**src/design/mm_pkg.sv**
```systemverilog
// Shared types, constants and helpers for the matrix multiplier.
`default_nettype none
package mm_pkg;

  localparam int DIM     = 8;                 // matrix edge, one cell per column
  localparam int IDX_W   = $clog2(DIM);       // row / column index width
  localparam int DIM_W   = $clog2(DIM + 1);   // width holding 1..DIM
  localparam int EW      = 16;                // element width, Q8.8
  localparam int PROD_W  = 2 * EW;            // one product term, Q16.16
  localparam int ACC_W   = 40;                // full-width sum, Q24.16
  localparam int A_AW    = 2 * IDX_W;         // A store address
  localparam int OP_W    = 2;

  localparam logic [OP_W-1:0] OP_LOAD_A  = 2'd0;
  localparam logic [OP_W-1:0] OP_LOAD_B  = 2'd1;
  localparam logic [OP_W-1:0] OP_COMPUTE = 2'd2;

  localparam logic [1:0] REG_A_ROWS = 2'd0;
  localparam logic [1:0] REG_A_COLS = 2'd1;
  localparam logic [1:0] REG_B_ROWS = 2'd2;
  localparam logic [1:0] REG_B_COLS = 2'd3;

  // element of A flowing down the cell chain
  typedef struct packed {
    logic                  vld;
    logic                  first;   // k == 0, restarts the sum
    logic [IDX_W-1:0]      k;
    logic signed [EW-1:0]  a;
  } token_t;

  // B element write, broadcast to all cells
  typedef struct packed {
    logic                  we;
    logic [IDX_W-1:0]      row;
    logic [IDX_W-1:0]      col;
    logic signed [EW-1:0]  val;
  } bwr_t;

  // 0 reads as 1, anything above DIM reads as DIM
  function automatic logic [DIM_W-1:0] clamp_dim(input logic [3:0] v);
    logic [DIM_W-1:0] r;
    if (v == 4'd0) begin
      r = DIM_W'(1);
    end else if (v > 4'(DIM)) begin
      r = DIM_W'(DIM);
    end else begin
      r = DIM_W'(v);
    end
    return r;
  endfunction

endpackage
`default_nettype wire

```
**src/design/mm_cell.sv**
```systemverilog
// One column cell: holds a column of B, multiplies and accumulates one product element.
`default_nettype none
module mm_cell (
  input  wire logic                            clk,
  input  wire logic                            rst_n,
  input  wire logic [mm_pkg::IDX_W-1:0]        col_id,
  input  wire mm_pkg::bwr_t                    bwr,
  input  wire mm_pkg::token_t                  tok_in,
  output mm_pkg::token_t                       tok_out,
  input  wire logic                            shift,
  input  wire logic signed [mm_pkg::ACC_W-1:0] acc_in,
  output logic signed [mm_pkg::ACC_W-1:0]      acc_out
);

  logic signed [mm_pkg::EW-1:0]     b_mem [mm_pkg::DIM];
  logic signed [mm_pkg::EW-1:0]     b_q_r;
  mm_pkg::token_t                   tok_r;
  logic signed [mm_pkg::PROD_W-1:0] prod_r;
  logic                             pv_r;
  logic                             pf_r;
  logic signed [mm_pkg::ACC_W-1:0]  acc_r;
  logic signed [mm_pkg::ACC_W-1:0]  prod_ext;

  // column store, registered read at the token's k
  always_ff @(posedge clk) begin
    if (bwr.we && bwr.col == col_id) begin
      b_mem[bwr.row] <= bwr.val;
    end
    b_q_r <= b_mem[tok_in.k];
  end

  always_ff @(posedge clk) begin
    if (!rst_n) begin
      tok_r <= '0;
      pv_r  <= 1'b0;
      pf_r  <= 1'b0;
    end else begin
      tok_r <= tok_in;
      pv_r  <= tok_r.vld;
      pf_r  <= tok_r.first;
    end
  end

  always_ff @(posedge clk) begin
    prod_r <= tok_r.a * b_q_r;
  end

  assign prod_ext = {{(mm_pkg::ACC_W - mm_pkg::PROD_W){prod_r[mm_pkg::PROD_W-1]}}, prod_r};

  // unload shifts toward cell 0; never overlaps accumulation
  always_ff @(posedge clk) begin
    if (shift) begin
      acc_r <= acc_in;
    end else if (pv_r) begin
      acc_r <= pf_r ? prod_ext : acc_r + prod_ext;
    end
  end

  assign tok_out = tok_r;
  assign acc_out = acc_r;

endmodule
`default_nettype wire

```
**config.mk**
```make
export PLATFORM = sky130hd
export DESIGN_NAME = mm_cell
export DESIGN_NICKNAME = d
export VERILOG_FILES = /design/src/design/mm_pkg.sv /design/src/design/mm_cell.sv
export SDC_FILE = /design/constraint.sdc
export NUM_CORES = 1
export LEC_CHECK = 0
export BUFFER_PORTS_ARGS = -buffer_cell sky130_fd_sc_hd__buf_2
export CAP_MARGIN = 20
export CORE_MARGIN = 2
export CORE_UTILIZATION = 39
export DETAILED_ROUTE_END_ITERATION = 8
export GPL_ROUTABILITY_DRIVEN = 0
export HOLD_SLACK_MARGIN = 0.1
export PLACE_DENSITY = 0.54
export SLEW_MARGIN = 30
export SYNTH_ARGS = -nofsm -noshare
export SYNTH_HDL_FRONTEND = slang
export SYNTH_SLANG_ARGS = --single-unit
```
**constraint.sdc**
```tcl
create_clock -name clk -period 7 [get_ports clk]
set_clock_uncertainty 0.1 [all_clocks]
set_input_delay 1.05 -clock clk [delete_from_list [all_inputs] [get_ports clk]]
set_output_delay 1.05 -clock clk [all_outputs]
set_load 0.05 [all_outputs]
```
* After elaboration in Yosys (flattened, before gate mapping)
Memories as Yosys holds them, arrays and structs flattened. A register that Yosys moved wholly into a read port is not among the register bits. Index checks and enable logic that the tools add are counted.
Storage, ports and cells: bits in registers 95, memory bits (writable) 128, input bits 90, output and inout port bits 61, word-level logic and storage cells 19, memories 1
Memories:
- b_mem | depth 8, width 16, read ports 1, clocked after Yosys merged registers in 1, write ports 1, RTL line mm_cell.sv:15 | logic signed [mm_pkg::EW-1:0] b_mem [mm_pkg::DIM];
Cells by class: $add $sub $neg 1, multipliers 1, eq/ne operators 1, mux-type cells 5, reduce and logical (&&, ||, !) cells 2
Operator list (number):
- $mux 40 | 3
- $add 40x32->40 | 1
- $mul 16x16->32 | 1
- $eq 3x3->1 | 1
- $mux 1 | 2
- $reduce_bool 2->1 | 1
- $logic_and 1x1->1 | 1

* Longest topological paths before layout
Gate-level depths: netlist of run 1.
word-level depth 4, depth in mapped cells 24, mapped depth without buffers 23

* Worst setup path before layout of run 1
No wires, ideal clock.
path type register -> register, from reg tok_r, in the netlist tok_out[11], to reg prod_r[28] (netlist bit), library setup time 0.072 ns, data arrival time 6.064 ns, required time 6.828 ns, slack 0.764 ns, cell stages (with the launch flop) 21, path buffers 1, clock period less this slack 6.236 ns, cells stage by stage dfxtp_1 clkbuf_1 nand2_1 fa_1 fa_1 fa_1 inv_1 fa_1 fa_1 inv_1 fa_1 inv_1 ha_1 a2111oi_0 a32oi_1 a211o_1 nand2_1 a31oi_1 a41oi_1 nor2b_1 xnor2_1
Between the ends: word-level cells in the longest chain between the ends 1
Ends and longest elaborated chain:
- from (decl) | RTL line mm_cell.sv:17 | mm_pkg::token_t tok_r;
- from (signal assigned) | RTL line mm_cell.sv:38 | tok_r <= tok_in;
- $mul 16x16->32 | RTL line mm_cell.sv:45 | prod_r <= tok_r.a * b_q_r;
- to (signal assigned) | RTL line mm_cell.sv:45
- to (decl) | RTL line mm_cell.sv:18 | logic signed [mm_pkg::PROD_W-1:0] prod_r;
No other way between the ends. A chain may end at the register's enable or synchronous reset.

* Worst setup path after layout of run 1
from reg tok_r, in the netlist tok_out[7], to reg prod_r[28] (netlist bit)
Same word-level chain as after synthesis.

==> summary.txt, run 1 <==
Pwr
  – Worst VDD drop: 0.358 mV
  – Clk network pwr share: 13.4%
  – Switching Fraction: 46.1%
  – Internal: 5.78 mW
  – Static Leak: 9.98 nW
  – Flop pwr share: 19.2%
  – Sw Pwr: 4.94 mW
  – Power per cell area: 473 nW/um^2
  – Combinational Power Share: 67.5%

Global routing
  – Largest net degree at the start of global routing: 68
  – Initial antenna violation count: 3
  – Overflow left after global routing: 0
  – Gr usage total: 18.2%
  – Vias in the first global route: 14100
  – Global-route wire length before repair: 77100 um

Critical path
  – WS Path Type: flop to flop
  – Worst Path Arrival: 6.82 ns
  – CP Data Required Time: 7.38 ns
  – CP Max Fanout: 17
  – Setup crit start kind: flop
  – Critical Path Sink Type: flop

Layout
  – Final #Nets: 2413
  – Post-route insts no fill: 2641
  – Ant. Diodes: 0
  – Layout cell share with drive strength beyond 1: 15.0%
  – Layout area overhead: 12.3%
  – Filler instances: 4806

Routing
  – Vias: 13200
  – Post-route DRC: 0
  – ANT nets after route: 0
  – DR WL/cell: 17.7 um
  – DR iter-0 viols: 740
  – Initial DRT Pass Iterations: 5
  – Total detailed-routing wirelength: 46800 um
  – Vias/cell: 4.99

Logic synthesis
  – Post-Syn Nets: 2282
  – Synth top area share: 26.1%
  – Number of synthesized flops with an enable pin: 168
  – Yosys warning count: 0
  – Synth cell types: 67
  – Netlist Area Pre-Place: 20200 sq um
  – Ys async rst share: 0%
  – Dominant cell type by area after synthesis: fa_1
  – Top_reg_cell synth: edfxtp_1
  – #FFs+latches synth: 239
  – Seq/Total Area, Yosys: 32.1%
  – Syn Area/Cell: 11.2 sq um
  – Synthesized instance count: 1808
  – Dominant cells by area after synthesis: fa_1 (26%), edfxtp_1 (25%), ha_1 (7.5%)

Die
  – Initial Utilization: 39.4%
  – Top-Level Pins: 151
  – Die Wd: 231 um
  – DIE AREA: 53500 sq um
  – FP Rows: 83
  – Die height: 231 um
  – Core area: 51200 sq um

Status
  – Status: finished clean

Clock network
  – Post-CTS Setup Bufs: 0
  – Clk root buf: clkbuf_16
  – Max clock buf depth: 3
  – CTS tree: yes
  – Clock slew at reported path FFs: 0.06 ns
  – Worst-Skew Late Latency: 0.57 ns
  – Clock buffer count from CTS: 28
  – Post-CTS Hold Buffers: 0
  – Post-cts repair resize count: 0
  – Clk sinks: 239
  – H-Tree Depth: 1

Placed design
  – Placed wire-length estimate: 36400 um
  – Placed insts: 2589
  – IO Port Bufs: 150

Timing
  – RSZ-0062 raised after global routing: false
  – Minimum clock period: 6.44 ns
  – Worst Max-Slew Pin Slew: 0.881 ns
  – Worst slew margin: 41.3%
  – Final Slew Violations: 0
  – Max Fclk: 155 MHz
  – Setup Viol. Count Final: 0
  – Final Hold Vio Count: 0
  – Final cycle utilization of the critical path: 92.0%
  – Setup TNS: 0 ns

Flow run
  – Max-cap violations: 0

Min path
  – Worst hold path type: flop to flop
logic make-up (layout without fill, tap and decap cells):
| logic type | count (synthesis) | count (layout) | share of synthesized area (%) |
|---|---|---|---|
| mux | 54 | 54 | 4.79 |
| flops | 239 | 239 | 32.1 |
| buf+inv | 363 | 516 | 6.78 |
| simple gates | 453 | 453 | 11.3 |
| compound gates | 246 | 246 | 8.43 |
| fa+ha+maj | 384 | 384 | 33.6 |
| xor+xnor | 69 | 69 | 3.00 |
registers in the layout, summed over array words and instances (netlist names):
signal and cells:
pv_r 1, pf_r 1, b_mem 128, prod_r 32, b_q_r 16, acc_out 40
tok_out 21
cell usage in the layout, fill, tap and decap left out, types with 29 or more instances in the layout:
| cell | synthesis | routed |
|---|---|---|
| a21o_1 | 29 | 29 |
| a21oi_1 | 69 | 69 |
| edfxtp_1 | 168 | 168 |
| mux4_2 | 32 | 32 |
| nor2_1 | 51 | 45 |
| nand2_1 | 173 | 173 |
| o21ai_0 | 39 | 39 |
| and2_1 | 150 | 150 |
| inv_1 | 293 | 293 |
| buf_2 | 3 | 150 |
| xnor2_1 | 48 | 48 |
| dfxtp_1 | 71 | 70 |
| ha_1 | 121 | 121 |
| fa_1 | 263 | 263 |
critical path, stage by stage (launching register included):
cell and delay [ns]:
dfxtp_1 0.76, and2_1 0.24, fa_1 0.41, inv_1 0.08
fa_1 0.43, fa_1 0.52, inv_1 0.05, fa_1 0.49
fa_1 0.52, inv_1 0.05, fa_1 0.47, inv_1 0.04
ha_1 0.34, a2111oi_0 0.41, a32oi_1 0.16, a211o_1 0.38
nand2_1 0.11, a31oi_1 0.16, a41oi_1 0.32, nor2b_1 0.19
xnor2_1 0.12
per-layer routing:
layer | wire length [um] | vias up | track usage, % | share of wire, %
met4 | 790 | 4 | 3.83 | 1.7
met5 | 27 | - | 0 | 0.058
li1 | - | 6208 | - | -
met1 | 22100 | 6571 | 25.7 | 47
met3 | 2630 | 59 | 3.08 | 5.6
met2 | 21200 | 345 | 29.4 | 45
cell type report:
cell class / count / area, sq um / area share (%)
Clock buffer: 35 / 757 / 3.34
Inverter: 294 / 1100 / 4.87
Multi-Input combinational cell: 1206 / 12400 / 54.7
Timing Repair Buffer: 170 / 908 / 4.01
Tap cell: 680 / 851 / 3.76
Clock inverter: 17 / 168 / 0.740
Sequential cell: 239 / 6470 / 28.6
per-stage QoR:
| step | cell area [sq um] | hold slack [ns] | util, % | total power [mW] | setup slack, ns |
|---|---|---|---|---|---|
| after floorplan | 20200 | 0.404 | - | 7.68 | 0.764 |
| after global placement | 21700 | 0.344 | 42.3 | 9.18 | 0.692 |
| after detailed placement | 21700 | 0.353 | 42.4 | 9.29 | 0.532 |
| after CTS | 22600 | 0.369 | 44.2 | 10.8 | 0.508 |
| after global routing | 22600 | 0.391 | 44.2 | 11.8 | 0.162 |
| final | 22600 | 0.364 | 44.2 | 10.7 | 0.563 |
power groups by stage:
stage	registers [mW]	clock network (mW)	logic (mW)
2_1_floorplan	2.34	0	5.34
3_3_place_gp	2.08	0	7.10
3_5_place_dp	2.09	0	7.20
4_1_cts	2.06	1.47	7.24
5_1_grt	2.08	1.53	8.21
6_report	2.06	1.43	7.23
cell usage after synthesis (4+ instances only):
library cell  count
and2_1          150
buf_1             7
o311ai_0          4
clkbuf_1         59
nand2_1         173
a21o_1           29
nor2_1           51
edfxtp_1        168
or2_2             5
nand3_1           7
ha_1            121
dfxtp_1          71
a211oi_2          4
o211ai_1         13
nand4_1           9
mux4_2           32
inv_1           293
nand2b_1         11
nor2b_1          12
a211oi_1          6
or3_1             6
mux2_2           20
fa_1            263
o21a_1           25
o21bai_1          5
a31oi_1           8
a221o_1           7
and3_1            6
nor3_1           11
o21ai_0          39
xnor2_1          48
xor2_1           21
a21oi_1          69
final timing paths:
kind,from,end,slack (ns),depth (start not counted)
max,tok_out[7]$_SDFF_PN0_,prod_r[28]$_DFF_P_,0.56,20
min,tok_out[19]$_SDFF_PN0_,pf_r$_SDFF_PN0_,0.36,1
max reg2reg,tok_out[7]$_SDFF_PN0_,prod_r[28]$_DFF_P_,0.56,20
min reg2reg,tok_out[19]$_SDFF_PN0_,pf_r$_SDFF_PN0_,0.36,1
Note: power is estimated with default switching activity, not from simulation.
==> run 2, diff against run 1 <==
--- a/config.mk
+++ b/config.mk
@@ -5,6 +5,7 @@
 export SDC_FILE = /design/constraint.sdc
 export NUM_CORES = 1
 export LEC_CHECK = 0
+export ABC_AREA = 1
 export BUFFER_PORTS_ARGS = -buffer_cell sky130_fd_sc_hd__buf_2
 export CAP_MARGIN = 20
 export CORE_MARGIN = 2
==> run 2 against run 1 <==
  * Hold slack worse by 0.029 ns
  * Critical path depth down 4
  * Sequential share of layout area down 2.0 points
  * Global-route usage up 2.1 points
  * Register-to-register slack better by 0.27 ns
  * Non-clock buffer count up 2
  * Worst setup slack better by 0.27 ns
  * Clock power up 9%
  * Cell count up 32%
  * Core utilization down 0.068 points
  * Largest power group unchanged
  * First-iteration DRC count up 28%
  * Count of clock-buffer cells in the layout up 6
==> summary.txt, run 2 <==
Placed design
  – Area after DPL: 23400 sq um
  – IO Port Bufs: 150
  – DP Worst Slack: 0.815 ns
  – Placed wire-length estimate: 45200 um
  – Placed insts: 3443

Critical path
  – FF-to-FF End: prod_r[27]$_DFF_P_
  – CP Max Fanout: 17
  – Worst Path Arrival: 6.52 ns
  – Critical Path Sink Type: flop
  – Worst Reg2Reg Path Length in Cells: 16
  – Reg-to-Reg Start: tok_out[15]$_SDFF_PN0_
  – Crit path from: tok_out[15]$_SDFF_PN0_
  – Reg2Reg Setup Slack: 0.83 ns
  – Setup crit start kind: flop
  – WS Path Type: flop to flop
  – Setup crit end: prod_r[27]$_DFF_P_
  – CP Data Required Time: 7.35 ns

Routing
  – DR iter-0 viols: 944
  – Vias: 16800
  – Total detailed-routing wirelength: 57000 um
  – Post-route DRC: 0
  – ANT nets after route: 0
  – DR WL/cell: 16.3 um
  – Vias/cell: 4.81
  – Initial DRT Pass Iterations: 5

Min path
  – WHS Path Cells: 2
  – Worst hold path type: flop to flop

Global routing
  – Overflow left after global routing: 0
  – Largest net degree at the start of global routing: 67
  – Global-route wire length before repair: 92200 um
  – Vias in the first global route: 17300
  – Initial antenna violation count: 0
  – Gr usage total: 20.2%

Timing
  – Max Fclk: 162 MHz
  – Final Hold Vio Count: 0
  – Setup Viol. Count Final: 0
  – Worst Hold Margin: 0.335 ns
  – Final setup margin: 0.831 ns
  – Minimum clock period: 6.17 ns
  – Worst Max-Slew Pin Slew: 0.911 ns
  – Final Slew Violations: 0
  – Final cycle utilization of the critical path: 88.1%
  – Setup TNS: 0 ns
  – RSZ-0062 raised after global routing: false
  – Worst slew margin: 39.3%

Layout
  – Layout cell share with drive strength beyond 1: 9.71%
  – Final instance area: 24400 sq um
  – Final core utilization: 44.2%
  – Ant. Diodes: 0
  – Post-route insts no fill: 3497
  – Layout area overhead: 11.6%
  – Largest reg by FF count: b_mem
  – Max FFs per register: 128
  – Final #Nets: 3200
  – Most common cell after layout, fill and taps aside: nand2_1
  – Most frequent cells in the layout: nand2_1 (606), inv_1 (554), nor2_1 (268), fa_1 (263), edfxtp_1 (168)

Logic synthesis
  – Most common cell in the netlist: nand2_1
  – Ys async rst share: 0%
  – Synth cell count leaders: nand2_1 (606), inv_1 (554), nor2_1 (268), fa_1 (263), edfxtp_1 (168)
  – Syn Area/Cell: 8.33 sq um
  – Synth top area share: 24.1%
  – Top_reg_cell synth: edfxtp_1
  – Netlist Area Pre-Place: 21800 sq um
  – Yosys warning count: 0
  – Dominant cell type by area after synthesis: fa_1
  – #FFs+latches synth: 239
  – Post-Syn Nets: 3095
  – Seq/Total Area, Yosys: 29.6%
  – Dominant cells by area after synthesis: fa_1 (24%), edfxtp_1 (23%), nand2_1 (10%)
  – Synth cell types: 47
  – Number of synthesized flops with an enable pin: 168
  – Synthesized instance count: 2621

Clock network
  – H-Tree Depth: 1
  – Clock slew at reported path FFs: 0.05 ns
  – Clk sinks: 239
  – Clk root buf: clkbuf_16
  – Post-cts repair resize count: 0
  – Post-CTS Setup Bufs: 0
  – Max clock buf depth: 3
  – Post-CTS Hold Buffers: 0
  – CTS tree: yes
  – Worst-Skew Late Latency: 0.57 ns
  – Clock buffer count from CTS: 29

Pwr
  – Static Leak: 12.5 nW
  – PnR Total Power: 12.7 mW
  – Worst VDD drop: 0.403 mV
  – Power per cell area: 519 nW/um^2

Die
  – Core area: 55200 sq um
  – Die Wd: 241 um
  – Initial Utilization: 39.6%
  – DIE AREA: 57900 sq um
  – FP Rows: 86
  – Top-Level Pins: 151
  – Die height: 241 um

Flow run
  – Max-cap violations: 0

Status
  – Status: finished clean
-- run 2: cell families (layout without fill, tap and decap cells) --
group | count (synthesis) | after routing | synth area share (%)
simple gates | 997 | 997 | 18.3
xor+xnor | 53 | 53 | 2.13
flops | 239 | 239 | 29.6
compound gates | 291 | 291 | 7.51
buf+inv | 657 | 785 | 11.4
fa+ha+maj | 384 | 384 | 31.0
-- run 2: cell type report --
type                       count  area, sq um
tap                          748          936
multi-input combinational   1725        12900
fill                        5473        30800
inverter                     559         2100
clock inverter                13          185
timing repair buffer         172          935
sequential                   239         6470
clock buffer                  41          821
-- run 2: how the worst min path moves through the flow --
stage / start / endpoint / slack [ns]
after global routing: tok_out[20]$_SDFF_PN0_ / pv_r$_SDFF_PN0_ / 0.36
after floorplan: b_mem[3][0]$_DFFE_PP_ / b_q_r[0]$_DFF_P_ / 0.42
after CTS: tok_out[20]$_SDFF_PN0_ / pv_r$_SDFF_PN0_ / 0.34
after global placement: tok_out[20]$_SDFF_PN0_ / pv_r$_SDFF_PN0_ / 0.33
final: tok_out[20]$_SDFF_PN0_ / pv_r$_SDFF_PN0_ / 0.33
after detailed placement: tok_out[20]$_SDFF_PN0_ / pv_r$_SDFF_PN0_ / 0.33
-- run 2: worst max-delay path: stages (launching register included) --
cell and delay, ns:
dfxtp_1 0.77, nand2_1 0.22, inv_1 0.18, fa_1 0.54, fa_1 0.83, fa_1 0.51, fa_1 0.50, fa_1 0.50
inv_1 0.05, fa_1 0.47, inv_1 0.04, ha_1 0.33, a21oi_1 0.21, o21ai_0 0.21, a21oi_1 0.23, nand3_1 0.16
xor2_1 0.18
-- run 2: metal layers --
layer	vias up	GRT usage, %	wire, um
met1	8088	27.8	26100
li1	8224	-	-
met3	76	2.06	2600
met2	416	34.6	27000
met5	-	0	0
met4	0	4.76	1300
-- run 2: report_power, final --
| group | leakage (nW) | internal [mW] | switching [mW] |
|---|---|---|---|
| clock | 0.495 | 0.965 | 0.599 |
| combinational | 9.85 | 3.27 | 5.76 |
| sequential | 2.15 | 1.85 | 0.216 |
| total | 12.5 | 6.09 | 6.57 |
==> run 3, diff against run 2 <==
--- a/config.mk
+++ b/config.mk
@@ -8,7 +8,7 @@
 export ABC_AREA = 1
 export BUFFER_PORTS_ARGS = -buffer_cell sky130_fd_sc_hd__buf_2
 export CAP_MARGIN = 20
-export CORE_MARGIN = 2
+export CORE_MARGIN = 10
 export CORE_UTILIZATION = 39
 export DETAILED_ROUTE_END_ITERATION = 8
 export GPL_ROUTABILITY_DRIVEN = 0
==> run 3 against run 2 <==
  * Count of clock-buffer cells in the layout decreased by 2
  * Cell count about the same
  * Wire length increased by 3.3%
  * Maximum frequency decreased by 0.11%
  * Final area decreased by 0.33%
  * Sequential share of layout area increased by 0.087 points
  * Critical endpoint is now prod_r[28]$_DFF_P_
==> summary.txt, run 3 (synthesis gave the netlist of run 2 again) <==
Layout
  – Most frequent cells in the layout: nand2_1 (606), inv_1 (554), nor2_1 (265), fa_1 (263), edfxtp_1 (168)
  – Max FFs per register: 128
  – Largest reg by FF count: b_mem
  – Layout area overhead: 11.2%
  – Layout cell share with drive strength beyond 1: 9.76%
  – Final instance area: 24300 sq um
  – Most common cell after layout, fill and taps aside: nand2_1
  – Ant. Diodes: 0
  – Post-route insts no fill: 3494
  – Final #Nets: 3197

Global routing
  – GRT met3 Usage: 2.42%
  – Initial antenna violation count: 0
  – Overflow left after global routing: 0
  – Grt met1 use: 23.4%
  – Vias in the first global route: 18100
  – Global-route wire length before repair: 96200 um
  – Largest net degree at the start of global routing: 67
  – GR Util met2: 30.8%
  – Gr busiest metal: met2
  – Gr usage total: 17.9%

Clock network
  – Post-cts repair resize count: 0
  – Worst-Skew Late Latency: 0.56 ns
  – Clk root buf: clkbuf_16
  – CTS tree: yes
  – Post-CTS Setup Bufs: 0
  – Max clock buf depth: 3
  – Clk sinks: 239
  – H-Tree Depth: 1
  – Post-CTS Hold Buffers: 0
  – Clock buffer count from CTS: 29
  – Clock slew at reported path FFs: 0.06 ns

Die
  – DIE AREA: 65900 sq um
  – Top-Level Pins: 151
  – Core area: 55300 sq um
  – FP Rows: 86
  – Die height: 257 um
  – Die Wd: 257 um
  – Initial Utilization: 39.5%

Timing
  – Final Hold Vio Count: 0
  – Setup Viol. Count Final: 0
  – Minimum clock period: 6.18 ns
  – Worst Max-Slew Pin Slew: 0.856 ns
  – Final Slew Violations: 0
  – Final cycle utilization of the critical path: 88.2%
  – Max Fclk: 162 MHz
  – Setup TNS: 0 ns
  – Worst slew margin: 42.9%
  – RSZ-0062 raised after global routing: false

Pwr
  – Clk network pwr share: 11.5%
  – Power per cell area: 518 nW/um^2
  – Switching Fraction: 52.5%
  – PnR Total Power: 12.6 mW
  – Internal: 5.97 mW
  – Static Leak: 12.4 nW
  – Worst VDD drop: 0.388 mV
  – Sw Pwr: 6.61 mW
  – Flop pwr share: 16.4%
  – Combinational Power Share: 72.1%

Placed design
  – Area after DPL: 23400 sq um
  – IO Port Bufs: 150
  – Placed wire-length estimate: 47000 um
  – Placed insts: 3440

Routing
  – Initial DRT Pass Iterations: 5
  – Total detailed-routing wirelength: 58900 um
  – DR iter-0 viols: 1029
  – Post-route DRC: 0
  – Vias/cell: 4.86
  – ANT nets after route: 0
  – Vias: 17000
  – DR WL/cell: 16.9 um

Critical path
  – CP Data Required Time: 7.35 ns
  – Setup crit start kind: flop
  – Critical Path Sink Type: flop
  – CP Max Fanout: 17
  – WS Path Type: flop to flop
  – Worst Path Arrival: 6.53 ns

Min path
  – Worst hold path type: flop to flop

Status
  – Status: finished clean

Flow run
  – Max-cap violations: 0
run 3: cell count changes in the layout (fill, tap and decap cells not counted), moves of 3 or more:
| cell | previous run | this run |
|---|---|---|
| bufinv_16 | 4 | 1 |
| nor2_1 | 268 | 265 |
| nor2_4 | 1 | 4 |
| buf_6 | 5 | 2 |
| clkbuf_8 | 5 | 2 |
run 3: layout make-up:
cell class	count	area, sq um
inverter	559	2100
clock inverter	15	120
timing repair buffer	169	916
sequential	239	6470
fill	5642	31000
clock buffer	39	805
multi-input combinational	1725	13000
tap	748	936
run 3: power groups by stage:
stage               clock network, mW  registers, mW  logic, mW
detailed placement                  0           2.09       9.06
CTS                              1.49           2.06       9.12
floorplan                           0           2.26       6.57
global placement                    0           2.09       9.01
global route                     1.55           2.09       10.4
finish                           1.44           2.07       9.07
run 3: critical path: stages (launching register included):
cell and delay [ns]:
dfxtp_1 0.87, nand2_1 0.18, fa_1 0.57, inv_1 0.05
fa_1 0.50, inv_1 0.06, fa_1 0.53, inv_1 0.05
fa_1 0.48, fa_1 0.50, inv_1 0.05, fa_1 0.47
inv_1 0.04, ha_1 0.34, nand2_1 0.11, inv_2 0.08
nand2_1 0.09, nor3_2 0.25, nand4_1 0.18, nand3_1 0.16
nand2_1 0.06, nand2_1 0.09, nand3_1 0.10, nand3_1 0.08
nand2_1 0.05
run 3: metrics by stage:
stage | hold WS, ns | utilization (%) | setup slack (ns)
after CTS | 0.345 | 43.9 | 0.817
after floorplan | 0.420 | - | 1.13
final | 0.341 | 43.9 | 0.824
after detailed placement | 0.335 | 42.3 | 0.835
after global routing | 0.359 | 43.9 | 0.448
after global placement | 0.329 | 42.1 | 0.857
run 3: worst paths after layout:
check	from	endpoint	slack, ns	cells past startpoint
min reg2reg	tok_out[19]$_SDFF_PN0_	pf_r$_SDFF_PN0_	0.34	2
min	tok_out[19]$_SDFF_PN0_	pf_r$_SDFF_PN0_	0.34	2
max	tok_out[7]$_SDFF_PN0_	prod_r[28]$_DFF_P_	0.82	24
max reg2reg	tok_out[7]$_SDFF_PN0_	prod_r[28]$_DFF_P_	0.82	24
run 3: per-layer routing:
metal,share of wire [%],vias to the layer above
li1,-,8230
met1,45,8247
met2,48,427
met3,4.7,78
met4,2.3,0
met5,0,-
